==> config.mk <==
export PLATFORM = sky130hd
export DESIGN_NAME = ppte_ctrl
export DESIGN_NICKNAME = d
export VERILOG_FILES = /design/src/rtl/core/ppte_pkg.sv /design/src/rtl/core/ppte_ctrl.sv
export SDC_FILE = /design/constraint.sdc
export NUM_CORES = 1
export LEC_CHECK = 0
export ABC_AREA = 1
export ABC_CLOCK_PERIOD_IN_PS = 1660
export BUFFER_PORTS_ARGS = -buffer_cell sky130_fd_sc_hd__buf_2
export CAP_MARGIN = 0
export CORE_ASPECT_RATIO = 1.1
export CORE_UTILIZATION = 48
export CTS_CLUSTER_DIAMETER = 150
export DETAILED_ROUTE_END_ITERATION = 10
export HOLD_SLACK_MARGIN = 0.02
export PLACE_DENSITY_LB_ADDON = 0.25
export REMOVE_ABC_BUFFERS = 1
export SYNTH_ARGS = -nofsm -noshare
export SYNTH_HDL_FRONTEND = slang
export SYNTH_SLANG_ARGS = --single-unit
==> constraint.sdc <==
create_clock -name aclk -period 1.66 [get_ports aclk]
set_input_delay 0.083 -clock aclk [delete_from_list [all_inputs] [get_ports aclk]]
set_output_delay 0.083 -clock aclk [all_outputs]
set_load 0.03 [all_outputs]
==> src/rtl/core/ppte_pkg.sv <==
// Shared constants, field positions and the controller-to-datapath command
// type for the piecewise polynomial trajectory evaluator. No dependencies.
`default_nettype none

package ppte_pkg;

    // Fixed field widths of the stream items.
    localparam int COEF_W    = 48;   // Q16.32 coefficients and results
    localparam int TIME_W    = 32;   // unsigned Q8.24 local time
    localparam int TIME_FRAC = 24;
    localparam int SEG_W     = 6;
    localparam int AXIS_W    = 2;
    localparam int IDX_W     = 3;
    localparam int CNT_W     = 4;    // coeffs_in_use register
    localparam int J_W       = 4;    // power counter, covers up to 16 coefficients
    localparam int FACTOR_W  = 8;    // j(j-1) for j up to 15 fits in 8 bits

    // Arithmetic widths of one Horner step.
    localparam int PROD_W = TIME_FRAC + TIME_W;       // 24 x 32 partial product
    localparam int FC_W   = COEF_W + FACTOR_W + 1;    // factor times coefficient
    localparam int SUM_W  = PROD_W + 2;               // rounded product plus term

    localparam int OUT_AXES  = 3;
    localparam int NUM_LANES = 3;                     // position, velocity, acceleration

    // Input tdata layout, lowest bit first.
    localparam int SEG_LSB    = 0;
    localparam int AXIS_LSB   = SEG_LSB + SEG_W;
    localparam int IDX_LSB    = AXIS_LSB + AXIS_W;
    localparam int COEF_LSB   = IDX_LSB + IDX_W;
    localparam int TIME_LSB   = COEF_LSB + COEF_W;
    localparam int IN_TDATA_W = 96;
    localparam int OUT_TDATA_W = NUM_LANES * OUT_AXES * COEF_W;

    // Defaults of the top-level parameters.
    localparam int DEF_MAX_SEGMENTS = 64;
    localparam int DEF_MAX_COEFFS   = 8;
    localparam int DEF_NUM_AXES     = 3;

    localparam logic [CNT_W-1:0] CFG_RESET = 4'd8;

    // Operation codes carried in tuser.
    localparam logic OP_LOAD = 1'b0;
    localparam logic OP_EVAL = 1'b1;

    typedef struct packed {
        logic              load;      // write the offered coefficient
        logic              start;     // capture time and segment, clear lanes
        logic              mag;       // take magnitudes, issue store read
        logic              mul;       // form partial products and scaled term
        logic              rnd;       // round and restore sign
        logic              add;       // add term and saturate
        logic              store;     // move lane results to staging
        logic              out_load;  // copy staging to the output register
        logic [AXIS_W-1:0] axis;
        logic [J_W-1:0]    j;
    } ppte_cmd_t;

endpackage

`default_nettype wire

==> src/rtl/core/ppte_ctrl.sv <==
// Controller of the trajectory evaluator: handshakes, the coefficient count
// register and the Horner sequencer. Depends on ppte_pkg.
`default_nettype none

module ppte_ctrl #(
    parameter int MAX_COEFFS = ppte_pkg::DEF_MAX_COEFFS,
    parameter int NUM_AXES   = ppte_pkg::DEF_NUM_AXES
) (
    input  wire logic                         aclk,
    input  wire logic                         aresetn,
    input  wire logic                         s_tvalid,
    output logic                              s_tready,
    input  wire logic                         s_op,
    input  wire logic                         seg_ok,
    output logic                              m_tvalid,
    input  wire logic                         m_tready,
    input  wire logic                         cfg_valid,
    output logic                              cfg_ready,
    input  wire logic [ppte_pkg::CNT_W-1:0]   cfg_data,
    output ppte_pkg::ppte_cmd_t               cmd
);

    localparam int JW = ppte_pkg::J_W;

    typedef enum logic [2:0] {
        S_IDLE,
        S_MAG,
        S_MUL,
        S_RND,
        S_ADD,
        S_STORE,
        S_DONE
    } state_t;

    state_t                        state_reg, state_next;
    logic [JW-1:0]                 j_reg, j_next;
    logic [ppte_pkg::AXIS_W-1:0]   axis_reg, axis_next;
    logic [ppte_pkg::CNT_W-1:0]    cnt_reg, cnt_next;
    logic                          m_valid_reg, m_valid_next;
    logic [JW:0]                   n_used;
    logic [JW-1:0]                 j_start;

    // A count of zero is used as one, and one above the store as the maximum.
    always_comb begin
        if (cnt_reg == '0) begin
            n_used = (JW+1)'(1);
        end else if (32'(cnt_reg) > MAX_COEFFS) begin
            n_used = (JW+1)'(MAX_COEFFS);
        end else begin
            n_used = (JW+1)'(cnt_reg);
        end
        j_start = JW'(n_used - 1'b1);
    end

    assign s_tready  = state_reg == S_IDLE;
    assign m_tvalid  = m_valid_reg;
    assign cfg_ready = 1'b1;

    always_comb begin
        state_next   = state_reg;
        j_next       = j_reg;
        axis_next    = axis_reg;
        cnt_next     = cfg_valid ? cfg_data : cnt_reg;
        m_valid_next = m_valid_reg && !m_tready;
        cmd          = '0;
        cmd.axis     = axis_reg;
        cmd.j        = j_reg;
        case (state_reg)
            S_IDLE: begin
                if (s_tvalid) begin
                    if (s_op == ppte_pkg::OP_EVAL) begin
                        cmd.start  = 1'b1;
                        j_next     = j_start;
                        axis_next  = '0;
                        state_next = seg_ok ? S_MAG : S_DONE;
                    end else begin
                        cmd.load = 1'b1;
                    end
                end
            end
            S_MAG: begin
                cmd.mag    = 1'b1;
                state_next = S_MUL;
            end
            S_MUL: begin
                cmd.mul    = 1'b1;
                state_next = S_RND;
            end
            S_RND: begin
                cmd.rnd    = 1'b1;
                state_next = S_ADD;
            end
            S_ADD: begin
                cmd.add = 1'b1;
                if (j_reg == '0) begin
                    state_next = S_STORE;
                end else begin
                    j_next     = j_reg - 1'b1;
                    state_next = S_MAG;
                end
            end
            S_STORE: begin
                cmd.store = 1'b1;
                if (32'(axis_reg) >= NUM_AXES - 1) begin
                    state_next = S_DONE;
                end else begin
                    axis_next  = axis_reg + 1'b1;
                    j_next     = j_start;
                    state_next = S_MAG;
                end
            end
            S_DONE: begin
                if (!m_valid_reg || m_tready) begin
                    cmd.out_load = 1'b1;
                    m_valid_next = 1'b1;
                    state_next   = S_IDLE;
                end
            end
            default: begin
                state_next = S_IDLE;
            end
        endcase
    end

    always_ff @(posedge aclk) begin
        if (!aresetn) begin
            state_reg   <= S_IDLE;
            j_reg       <= '0;
            axis_reg    <= '0;
            cnt_reg     <= ppte_pkg::CFG_RESET;
            m_valid_reg <= 1'b0;
        end else begin
            state_reg   <= state_next;
            j_reg       <= j_next;
            axis_reg    <= axis_next;
            cnt_reg     <= cnt_next;
            m_valid_reg <= m_valid_next;
        end
    end

    a_eval_enters_loop: assert property (@(posedge aclk) disable iff (!aresetn)
        (cmd.start && seg_ok) |=> (state_reg == S_MAG))
        else $error("evaluate of a stored segment did not enter the Horner loop");

    a_bad_seg_skips: assert property (@(posedge aclk) disable iff (!aresetn)
        (cmd.start && !seg_ok) |=> (state_reg == S_DONE))
        else $error("evaluate of an absent segment did not go straight to the result");

    a_axis_in_range: assert property (@(posedge aclk) disable iff (!aresetn)
        32'(axis_reg) < NUM_AXES)
        else $error("axis counter ran past the configured axes");

    a_valid_from_done: assert property (@(posedge aclk) disable iff (!aresetn)
        $rose(m_valid_reg) |-> $past(state_reg == S_DONE))
        else $error("result raised outside the completion state");

endmodule

`default_nettype wire

# Word-level counts from Yosys, hierarchy flattened
# Cells that the tools add are included.
word_totals:
  word_cells: 64
  out_inout_bits: 17
  reg_bits: 14
  inputBits: 11
classes:
  order_cmp: 2
  n_mux: 31
  addsub: 3
  reduce_logical: 12
  n_eq_ne: 11
op_table:
  columns: ["op", "n"]
  rows:
  - ["two-way mux 4 bit", 6]
  - ["one-hot mux 3 bit (7 select lines)", 1]
  - ["two-way mux 3 bit", 6]
  - ["one-hot mux 4 bit (3 select lines)", 1]
  - ["two-way mux 1 bit", 11]
  - ["two-way mux 2 bit", 5]
  - ["== test 3 bit, second input constant", 3]
  - ["logical NOT 4 bit", 2]
  - ["inequality test 2 bit, second input constant", 4]
  - ["subtractor 4 x 1 -> 4 bit, second input constant", 2]
  - ["== test 3 x 2 -> 1 bit, second input constant", 2]
  - ["AND reduction 5 bit", 1]
  - ["> comparator 4 bit, second input constant", 1]
  - ["one-hot mux 2 bit (2 select lines)", 1]
  - ["AND reduction 4 bit", 1]
  - ["== test 3 x 1 -> 1 bit, second input constant", 1]
  - ["logical NOT 3 bit", 1]
  - ["AND reduction 3 bit", 1]
  - ["nonzero test 3 bit", 1]
  - ["adder 2 x 1 -> 2 bit, second input constant", 1]
  - ["greater-or-equal comparator 2 bit, second input constant", 1]
  - ["logical NOT 1 bit", 2]
  - ["inequality test 2 x 1 -> 1 bit, second input constant", 1]
  - ["nonzero test 2 bit", 1]
  - ["other kinds (2)", 2]

# Logic depth before layout (Yosys ltp)
# Gate-level depths: netlist of the first run.
logic_depth:
  depth_word: 7
  depth_mapped: 12
  mapped_depth_nobuf: 11

# Worst setup path before layout of the first run
# Ideal clock, no wire load.
synth_path:
  path_kind: "reg-to-output"
  from: "register state_reg[1]"
  to: "output cmd[6] in the netlist's numbering"
  t_arrival_ns: 1.513
  setup_slack_ns: 0.064
  n_path_buf: 0
  path_stages_with_launch: 3
  required_time_ns: 1.577
  cell_sequence: "dfxtp_1 > inv_1 > nor4_1"
synth_rtl:
  columns: ["item", "line", "text"]
  rows:
  - ["start, declared", "ppte_ctrl.sv:35", "state_t state_reg, state_next;"]
  - ["start signal, assigned", "ppte_ctrl.sv:133", "state_reg <= state_next;"]
  - ["end, declared", "ppte_ctrl.sv:20", "output ppte_pkg::ppte_cmd_t cmd"]

# Worst setup path in the final report of the first run
layout_path:
  from: "register state_reg[1]"
  to: "register j_reg[2]"
layout_via:
  elab_chain_len: 3
  word_cells_on_any_way: 10
  cone_classes: "eq/ne (6); mux (1); reduce/logical (3)"
layout_lines:
  columns: ["item", "line", "text"]
  rows:
  - ["== test 3 bit / logical NOT 3 bit (equally long branches)", "ppte_ctrl.sv:68", "case (state_reg)"]
  - ["inequality test 2 bit (no line), or another cell as far along", null, null]
  - ["AND reduction 5 bit (no line)", null, null]
  - ["end signal, assigned", "ppte_ctrl.sv:134", "j_reg <= j_next;"]
  - ["end, declared", "ppte_ctrl.sv:36", "logic [JW-1:0] j_reg, j_next;"]
# Several ways; a longest one is shown, not always the timed one.
# A chain may end at the register's enable or synchronous reset.

==> run metrics, run 1 <==
status finished, final reports clean; area added between synthesis and finish 22.1%; Num CTS Buffers 3; Yosys warning count 0; DRT Pass-1 Iters 4; post-CTS sizing 0; clk root buf clkbuf_4; routed wl met3 100 um; WP data arrival 1740 ps; metal2 WL 821 um; FF+latch count, synth 14; Worst setup SP type flop; fmax 0.659 GHz; Post-CTS Setup Bufs 0; Max rail drop VDD 0.000834 V; pwr dens 1310 nW/um^2; Sequential Area 280 sq um; unrepaired setup endpoints after global routing false; Post-Route WL 1760 um; Detail Route Antenna Nets 0; Netlist Area Pre-Place 843 sq um; Final nets 174; Via-to-Cell Ratio 4.84; CTS clk-pin slew, worst paths 80 ps; final slew viol count 0; Final Hold Viols 0; drt drc 0; cell area after layout 1030 sq um; Util after Layout 0.638; Setup Crit Path Kind reg2reg; std cell rows 15; WP data required 1880 ps; DIE WIDTH 42.0 um; final worst path period need 1520 ps; critical path fanouts, max 7; Worst-Skew Late Latency 280 ps; die height 46.0 um; Leak 0.570 nW; sequential cell area fraction in the yosys report 0.332; DR WL/cell 9.95 um; Setup violations, final 0; Initial Utilization 0.522; hold buffers post-CTS 1; fraction of layout cells with a size suffix above 1 0.288; Power Total 1.35 mW; CTS tree done; Synth Instances 130; die area 1930 sq um; Core ar. 1610 sq um; Fillers 148; # diodes 0; H-tree Lvls 1; Clock Path Buffers 2; first-pass GRT wire length 2840 um; Top Metal Used met4; Total Routing Usage GR 0.195; Min-Delay Path Class in2reg; fin crit share 0.914; I/O Buffers 26; GR Overflow Total 0; drt first-iter violations 24; Post-Syn Area per Cell 6.49 sq um; Setup Skew 0.513 ps; initial antenna violation count 0; Max Cap Violations 0; Setup TNS 0 ps; largest net degree at the start of global routing 10; unique cell type count in the Yosys netlist 25; vias post-DR 857; vias in the first global route 686; final worst setup slack 143 ps; RD Place Congestion 0.838; placed cell area 983 sq um; critical path endpoint category flop; met1 wire length 818 um; pre-CTS setup slack 158 ps; Multi-input gate area 469 sq um; I/O pin count 28; DP Wirelength 1420 um; clock sinks 14
## synth_stat cells
cell type / number / area [sq um]
buf_6: 1 / 11.3
nand3b_1: 1 / 7.51
nand3_1: 9 / 45.0
dfxtp_1: 14 / 280
inv_2: 3 / 11.3
nor2_4: 1 / 11.3
o21bai_1: 1 / 7.51
o21ai_1: 1 / 5.00
nor4_1: 1 / 6.26
conb_1: 1 / 3.75
nand2_2: 4 / 25.0
nor3_2: 2 / 20.0
o21ai_0: 7 / 35.0
nor2_2: 4 / 25.0
clkinv_1: 1 / 3.75
inv_1: 16 / 60.1
nor3b_1: 1 / 7.51
o21a_1: 1 / 7.51
ha_1: 2 / 25.0
a21oi_1: 9 / 45.0
nand2_1: 28 / 105
nand3_2: 1 / 10.0
nor2_1: 19 / 71.3
or2_0: 1 / 6.26
buf_4: 1 / 7.51
## power by group
group          internal, mW  total [mW]  switching, mW
sequential            0.398       0.461         0.0636
clock                 0.133       0.242          0.108
combinational         0.207       0.648          0.440
## layout make-up
cell class	instances	share of cell area
inverter	20	0.0729
clock buffer	4	0.0352
multi-input combinational	94	0.456
sequential	14	0.272
tap	17	0.0207
timing repair buffer	28	0.143
## worst max-delay path, stage by stage, from the launching register on
cell	delay [ps]
dfxtp_1	360
nor2_4	170
nand2_2	110
or2_0	240
nand2_2	90
ha_1	160
nand3b_1	100
nand2_1	50
nand2_1	50
nand2_1	40
nor2_1	80
## through the flow
| stage | cells | hold WS [ps] |
|---|---|---|
| 5_1_grt | 177 | 30.2 |
| 6_report | 177 | 27.4 |
| 3_5_place_dp | 172 | 306 |
| 4_1_cts | 177 | 20.8 |
| 2_1_floorplan | 128 | 194 |
| 3_3_place_gp | 172 | 302 |
## cell usage in the layout (no fill, tap or decap)
cell type / n
or2_0: 1
clkbuf_8: 1
nor3_2: 2
nand3_1: 9
nand3_2: 1
nor2_1: 19
inv_2: 3
nor4_1: 1
ha_1: 2
o21a_1: 1
clkbuf_4: 3
nor3b_1: 1
conb_1: 1
nand3b_1: 1
buf_2: 26
nor2_4: 1
nand2_2: 4
o21ai_0: 7
o21bai_1: 1
inv_1: 16
nand2_1: 28
nor2_2: 4
buf_4: 1
clkinv_1: 1
dfxtp_1: 14
a21oi_1: 9
dlygate4sd3_1: 1
o21ai_1: 1
## cells by family (layout without fill, tap and decap cells)
logic type / after synthesis / after routing / synth area share
flip-flops: 14 / 14 / 0.332
AO/OA/AOI/OAI: 19 / 19 / 0.119
AND/OR/NAND/NOR: 72 / 72 / 0.404
other: 1 / 1 / 0.00445
adder cells (fa/ha/maj): 2 / 2 / 0.0297
buffers and inverters: 22 / 52 / 0.111
## layer usage
metal | track usage | vias up
li1 | - | 467
met1 | 0.234 | 358
met2 | 0.334 | 28
met3 | 0.0317 | 4
met4 | 0.110 | 0
met5 | 0 | -
## path summary, 6_finish.rpt
path,start,to,slack (ps),depth (start not counted)
worst max-delay path,state_reg[1]$_SDFFE_PN0P_,j_reg[2]$_SDFFE_PN0P_,140,10
worst max register to register,state_reg[1]$_SDFFE_PN0P_,j_reg[2]$_SDFFE_PN0P_,140,10
worst min-delay path,cfg_data[0],cnt_reg[0]$_SDFFE_PN0P_,30,3
worst min register to register,cnt_reg[2]$_SDFFE_PN0P_,cnt_reg[2]$_SDFFE_PN0P_,480,2
(Power assumes the default switching activity.)
==> inputs of run 2 (changes only) <==
- CELL_PAD_IN_SITES_DETAIL_PLACEMENT: not set -> 0
- CELL_PAD_IN_SITES_GLOBAL_PLACEMENT: not set -> 1
- CORE_UTILIZATION: 48 -> 33
==> run 2 against run 1 <==
Critical path depth is 4 lower. Clock skew up 2.4 ps. Worst hold slack got worse by 2.2 ps. Register-to-register slack gained 40 ps. Critical endpoint is now cmd[12]. Highest routed layer unchanged.
==> run metrics, run 2 (synthesized netlist as in run 1, its figures left out) <==
Multi-input gate area 474 sq um (was 469 sq um); status finished, final reports clean (unchanged); die height 55.0 um (was 46.0 um); Worst Hold Depth 3 (unchanged); Worst R2R End j_reg[2]$_SDFFE_PN0P_ (unchanged); fin crit share 0.887 (was 0.914); M1 GR Usage 0.189 (was 0.234); Via-to-Cell Ratio 4.62 (was 4.84); min-delay src cfg_data[0] (unchanged); Post-Route WL 1850 um (was 1760 um); dpl cells 185 (was 172); Clock Path Buffers 2 (unchanged); internal power 0.753 mW (was 0.738 mW); Leak 0.575 nW (was 0.570 nW); Gate power share 0.482 (was 0.479); fmax 0.679 GHz (was 0.659 GHz); final slew viol count 0 (unchanged); critical path endpoint category primary output (was flop); clk root buf clkbuf_4 (unchanged); Max Cap Violations 0 (unchanged); Detail Route Antenna Nets 0 (unchanged); Setup Skew 2.93 ps (was 0.513 ps); most common cell after layout, fill and taps aside nand2_1 (unchanged); CP top delay family simple AND/OR/NAND/NOR gates (unchanged); area added between synthesis and finish 24.8% (was 22.1%); Sequential Area 284 sq um (was 280 sq um); initial antenna violation count 0 (unchanged); Reg power frac 0.338 (was 0.342); Total Routing Usage GR 0.157 (was 0.195); CTS clk-pin slew, worst paths 90 ps (was 80 ps); drt drc 0 (unchanged); CTS tree done (unchanged); clock sinks 14 (unchanged); CP peak stage delay 340 ps (was 360 ps); pwr dens 1310 nW/um^2 (about the same); GR Overflow Total 0 (unchanged); RD Place Congestion 0.854 (was 0.838); Num CTS Buffers 3 (unchanged); FF-to-FF Start state_reg[0]$_SDFFE_PN0P_ (was state_reg[1]$_SDFFE_PN0P_); Setup violations, final 0 (unchanged); first-pass GRT wire length 3190 um (was 2840 um); met3 GRT Util 0.0355 (was 0.0317); CP bufs+invs 3 (was 0); DP Wirelength 1540 um (was 1420 um); unrepaired setup endpoints after global routing false (unchanged); WP data arrival 1390 ps (was 1740 ps); Final Hold Viols 0 (unchanged); DIE WIDTH 50.2 um (was 42.0 um); Max rail drop VDD 0.000584 V (was 0.000834 V); final worst path period need 1470 ps (was 1520 ps); largest net degree at the start of global routing 10 (unchanged); WHS Endpoint cnt_reg[0]$_SDFFE_PN0P_ (unchanged); I/O Buffers 26 (unchanged); Setup TNS 0 ps (unchanged); vias in the first global route 783 (was 686); drt first-iter violations 11 (was 24); Core ar. 2320 sq um (was 1610 sq um); Sw Share 0.454 (was 0.453); Layout Cells excl Fill 190 (was 177); Setup Crit Path Kind reg2out (was reg2reg); Reg2Reg Depth 10 (unchanged); die area 2760 sq um (was 1930 sq um); DRT Pass-1 Iters 4 (unchanged); fraction of layout cells with a size suffix above 1 0.313 (was 0.288); FF-to-FF setup slack 190 ps (was 140 ps); Top Usage Layer GRT met2 (unchanged); hold buffers post-CTS 0 (was 1); H-tree Lvls 1 (unchanged); Final nets 174 (unchanged); I/O pin count 28 (unchanged); Net Sw Power 0.627 mW (was 0.612 mW); Worst setup SP type flop (unchanged); most frequent cells in the layout nand2_1, buf_2, nor2_1, inv_1, dfxtp_1 (unchanged); Initial Utilization 0.364 (was 0.522); vias post-DR 877 (was 857); Clock Power Share 0.180 (was 0.179); met2 Use GR 0.264 (was 0.334); Worst path slowest cell dfxtp_2 (was dfxtp_1); critical path fanouts, max 5 (was 7); DR WL/cell 9.75 um (was 9.95 um); std cell rows 18 (was 15); CP Cell Sequence nor2_4 -> nand2_1 -> inv_2 -> nand3_1 -> inv_1 -> buf_2 (was nor2_4 -> nand2_2 -> or2_0 -> nand2_2 -> ha_1 -> nand3b_1 -> nand2_1 -> nand2_1 -> nand2_1 -> nor2_1); WP data required 1580 ps (was 1880 ps); Fillers 268 (was 148); Worst-Skew Late Latency 280 ps (about the same); # diodes 0 (unchanged); Min-Delay Path Class in2reg (unchanged)
==> run 2: metal layers <==
layer,vias to the layer above,part of all wire,routed length [um]
met3,5,0.056,103
met5,-,0,0
met1,379,0.50,935
li1,468,-,-
met4,0,0.017,31
met2,25,0.42,782
==> run 2: tightest hold or removal path: stages <==
cell and delay [ps]:
buf_2 80, nor2_1 30, nor2_1 80
==> run 2: power by group through the flow <==
| stage | combinational (mW) | sequential [mW] | clock [mW] |
|---|---|---|---|
| after floorplan | 0.405 | 0.545 | 0 |
| after detailed placement | 0.651 | 0.471 | 0 |
| after global routing | 0.743 | 0.475 | 0.279 |
| after global placement | 0.648 | 0.469 | 0 |
| final | 0.665 | 0.466 | 0.249 |
| after CTS | 0.653 | 0.463 | 0.259 |
==> run 2: layout make-up <==
class                      instances  area share
timing repair buffer              28       0.138
multi-input combinational         94       0.451
clock buffer                       4      0.0345
tap                               30      0.0357
inverter                          20      0.0713
sequential                        14       0.270
==> run 2: how the worst max path moves through the flow <==
stage / depth (start not counted) / startpoint / slack [ps] / end
finish: 6 / state_reg[0]$_SDFFE_PN0P_ / 190 / cmd[12]
global route: 10 / state_reg[0]$_SDFFE_PN0P_ / 7 / j_reg[2]$_SDFFE_PN0P_
CTS: 10 / state_reg[1]$_SDFFE_PN0P_ / 120 / j_reg[2]$_SDFFE_PN0P_
detailed placement: 10 / state_reg[1]$_SDFFE_PN0P_ / 150 / j_reg[2]$_SDFFE_PN0P_
global placement: 10 / state_reg[1]$_SDFFE_PN0P_ / 220 / j_reg[2]$_SDFFE_PN0P_
floorplan: 2 / state_reg[1]$_SDFFE_PN0P_ / 60 / cmd[6]
==> run 2: repair_timing <==
action | 4_1_cts | 5_1_grt
setup endpoints to repair | 0 | 1
resized for setup | 0 | 4
setup buffers | 0 | 1
==> run 2: through the flow <==
step / area (sq um) / hold WS [ps] / setup slack, ps / utilization / total power, mW
finish: 1050 / 25.2 / 188 / 0.454 / 1.38
detailed placement: 1000 / 316 / 146 / 0.431 / 1.12
global placement: 1000 / 304 / 216 / 0.431 / 1.12
global route: 1050 / 39.3 / 7.08 / 0.454 / 1.50
floorplan: 825 / 194 / 63.6 / - / 0.951
CTS: 1040 / 21.5 / 121 / 0.447 / 1.38
==> inputs of run 3 (changes only) <==
- ABC_AREA: 1 -> 0
- CORE_UTILIZATION: 33 -> 34
==> run 3 against run 2 <==
The flow now finishes with violations (setup timing). Cell count decreased by 2.6%. Sequential power fell by 15%. Via count grew 6.5%. Synthesized cell count down 20%. Fmax shrank 29%. Clock power is essentially flat. Wire length rose by 16%. Count of clock-buffer cells in the layout unchanged. Flip-flop and latch count stayed put. Critical path type is now reg2reg. Largest cell class unchanged. Largest power group unchanged.
==> run metrics, run 3 <==
status finished with violations (was finished, final reports clean); failing checks setup timing; drt drc 0 (unchanged); vias in the first global route 800 (was 783); Clock Path Buffers 2 (unchanged); GR Overflow Total 0 (unchanged); Max Cap Violations 0 (unchanged); pre-CTS setup slack -514 ps (was 146 ps); area added between synthesis and finish 57.6% (was 24.8%); pwr dens 951 nW/um^2 (was 1310 nW/um^2); unique cell type count in the Yosys netlist 39 (was 25); fmax 0.486 GHz (was 0.679 GHz); Worst-Skew Late Latency 280 ps (about the same); top post-synthesis cells by area dfxtp_1, a21oi_1, nor2_1, mux2i_1, inv_1 (was dfxtp_1, nand2_1, nor2_1, inv_1, a21oi_1); most frequent cells in the layout buf_2, buf_4, dfxtp_1, nor2_1 (was nand2_1, buf_2, nor2_1, inv_1, dfxtp_1); FF+latch count, synth 14 (unchanged); Initial Utilization 0.363 (was 0.364); std cell rows 18 (unchanged); Core ar. 2250 sq um (was 2320 sq um); share of flip-flops with an asynchronous set or reset 0 (unchanged); most common cell after layout, fill and taps aside buf_2 (was nand2_1); Top Metal Used met4 (unchanged); WP data arrival 2230 ps (was 1390 ps); critical path fanouts, max 4 (was 5); cell area after layout 1290 sq um (was 1050 sq um); Num CTS Buffers 3 (unchanged); CTS clk-pin slew, worst paths 90 ps (about the same); final worst path period need 2060 ps (was 1470 ps); sequential cell area fraction in the yosys report 0.343 (was 0.332); Leak 0.622 nW (was 0.575 nW); I/O Buffers 26 (unchanged); routed wl met3 88 um (was 103 um); fin crit share 1.24 (was 0.887); Final nets 169 (was 174); Worst setup SP type flop (unchanged); Setup Skew 2.96 ps (was 2.93 ps); H-tree Lvls 1 (unchanged); Synth Instances 104 (was 130); I/O pin count 28 (unchanged); die area 2610 sq um (was 2760 sq um); Total Routing Usage GR 0.170 (was 0.157); EDFF count, synth 0 (unchanged); CTS tree done (unchanged); Max rail drop VDD 0.000519 V (was 0.000584 V); final slew viol count 0 (unchanged); Sequential Area 284 sq um (unchanged); Via-to-Cell Ratio 5.05 (was 4.62); Synth area leader dfxtp_1 (unchanged); met1 wire length 978 um (was 935 um); Post-synth top cells dfxtp_1, nor2_1, a21oi_1 (was nand2_1, nor2_1, inv_1); clock sinks 14 (unchanged); Power Total 1.23 mW (was 1.38 mW); critical path endpoint category flop (was primary output); Yosys warning count 0 (unchanged); DR WL/cell 11.6 um (was 9.75 um); largest net degree at the start of global routing 12 (was 10); # diodes 0 (unchanged); Final Hold Viols 0 (unchanged); clk root buf clkbuf_4 (unchanged); DP Wirelength 1550 um (was 1540 um); die height 53.5 um (was 55.0 um); Netlist Area Pre-Place 818 sq um (was 843 sq um); unrepaired setup endpoints after global routing true (was false); Multi-input gate area 549 sq um (was 474 sq um); first-pass GRT wire length 3350 um (was 3190 um); initial antenna violation count 0 (unchanged); Post-Route WL 2140 um (was 1850 um); vias post-DR 934 (was 877); Yosys top cell area share 0.343 (was 0.332); Setup violations, final 5 (was 0); Detail Route Antenna Nets 0 (unchanged); Fillers 224 (was 268); Post-synth top flop dfxtp_1 (unchanged); DIE WIDTH 48.8 um (was 50.2 um); final worst setup slack -399 ps (was 188 ps); RD Place Congestion 0.800 (was 0.854); drt first-iter violations 13 (was 11); placed cell area 1110 sq um (was 1000 sq um); DRT Pass-1 Iters 4 (unchanged); top-count cell post-synth dfxtp_1 (was nand2_1); WP data required 1830 ps (was 1580 ps); metal2 WL 1050 um (was 782 um); Post-Syn Area per Cell 7.87 sq um (was 6.49 sq um); fraction of layout cells with a size suffix above 1 0.490 (was 0.313); Setup Crit Path Kind reg2reg (was reg2out); Util after Layout 0.573 (was 0.454); Min-Delay Path Class in2reg (unchanged)
run 3: changes by cell type after synthesis, sizes merged, moves of 3 or more:
cell    before  now
inv         19    8
nand2       32    6
or3          0    4
o21ai        8    5
nand3       10    1
mux2i        0    3
nand2b       0    3
and3         0    4
nor2        24   11
run 3: per-stage QoR:
| stage | hold WS, ps | TNS, ps | cells |
|---|---|---|---|
| 2_1_floorplan | 182 | -2250 | 98 |
| 3_3_place_gp | 301 | -690 | 175 |
| 3_5_place_dp | 310 | -766 | 175 |
| 4_1_cts | 37.5 | -561 | 182 |
| 5_1_grt | 48.3 | -958 | 185 |
| 6_report | 39.4 | -571 | 185 |
run 3: cell families (layout without fill, tap and decap cells):
kind of cell,after synthesis,after routing,synth area share
simple gates,44,44,0.298
buf+inv,15,66,0.0841
mux,3,3,0.0367
flops,14,14,0.343
compound gates,25,25,0.203
other cells,1,1,0.00458
fa+ha+maj,2,2,0.0306
run 3: repair_timing:
item / in CTS / in global routing
pin swaps: 9 / 4
setup buffers: 2 / 3
hold buffers: 1 / 0
resized for setup: 17 / 8
endpoints found under the hold margin: 1 / 0
endpoints found under the setup margin: 7 / 8
run 3: final timing paths:
path	startpoint	endpoint	slack (ps)	cells after the start
min	cfg_data[2]	cnt_reg[2]$_SDFFE_PN0P_	40	3
max reg2reg	state_reg[1]$_SDFFE_PN0P_	j_reg[2]$_SDFFE_PN0P_	-400	7
min reg2reg	j_reg[3]$_SDFFE_PN0P_	j_reg[3]$_SDFFE_PN0P_	490	2
max	state_reg[1]$_SDFFE_PN0P_	j_reg[2]$_SDFFE_PN0P_	-400	7
run 3: worst max-delay path, stage by stage (launching register included):
cell,delay [ps]
dfxtp_2,330
or3b_4,410
inv_2,80
a21oi_2,60
ha_2,200
and3_1,140
or4_1,470
a311o_1,270
run 3: cell type report:
type / instances / area share
Multi-Input combinational cell: 75 / 0.426
Timing Repair Buffer: 53 / 0.271
Sequential cell: 14 / 0.220
Tap cell: 30 / 0.0291
Clock buffer: 4 / 0.0281
Inverter: 9 / 0.0262
run 3: power breakdown:
part | switching, mW | total, mW | leakage, nW | internal (mW)
logic | 0.314 | 0.579 | 0.486 | 0.264
registers | 0.0237 | 0.397 | 0.116 | 0.374
clock network | 0.117 | 0.250 | 0.0210 | 0.133
run 3: routing by layer:
metal / vias to the layer above / GRT usage
met5: - / 0
met4: 0 / 0.0833
met3: 4 / 0.0431
met2: 24 / 0.294
met1: 433 / 0.198
li1: 473 / -
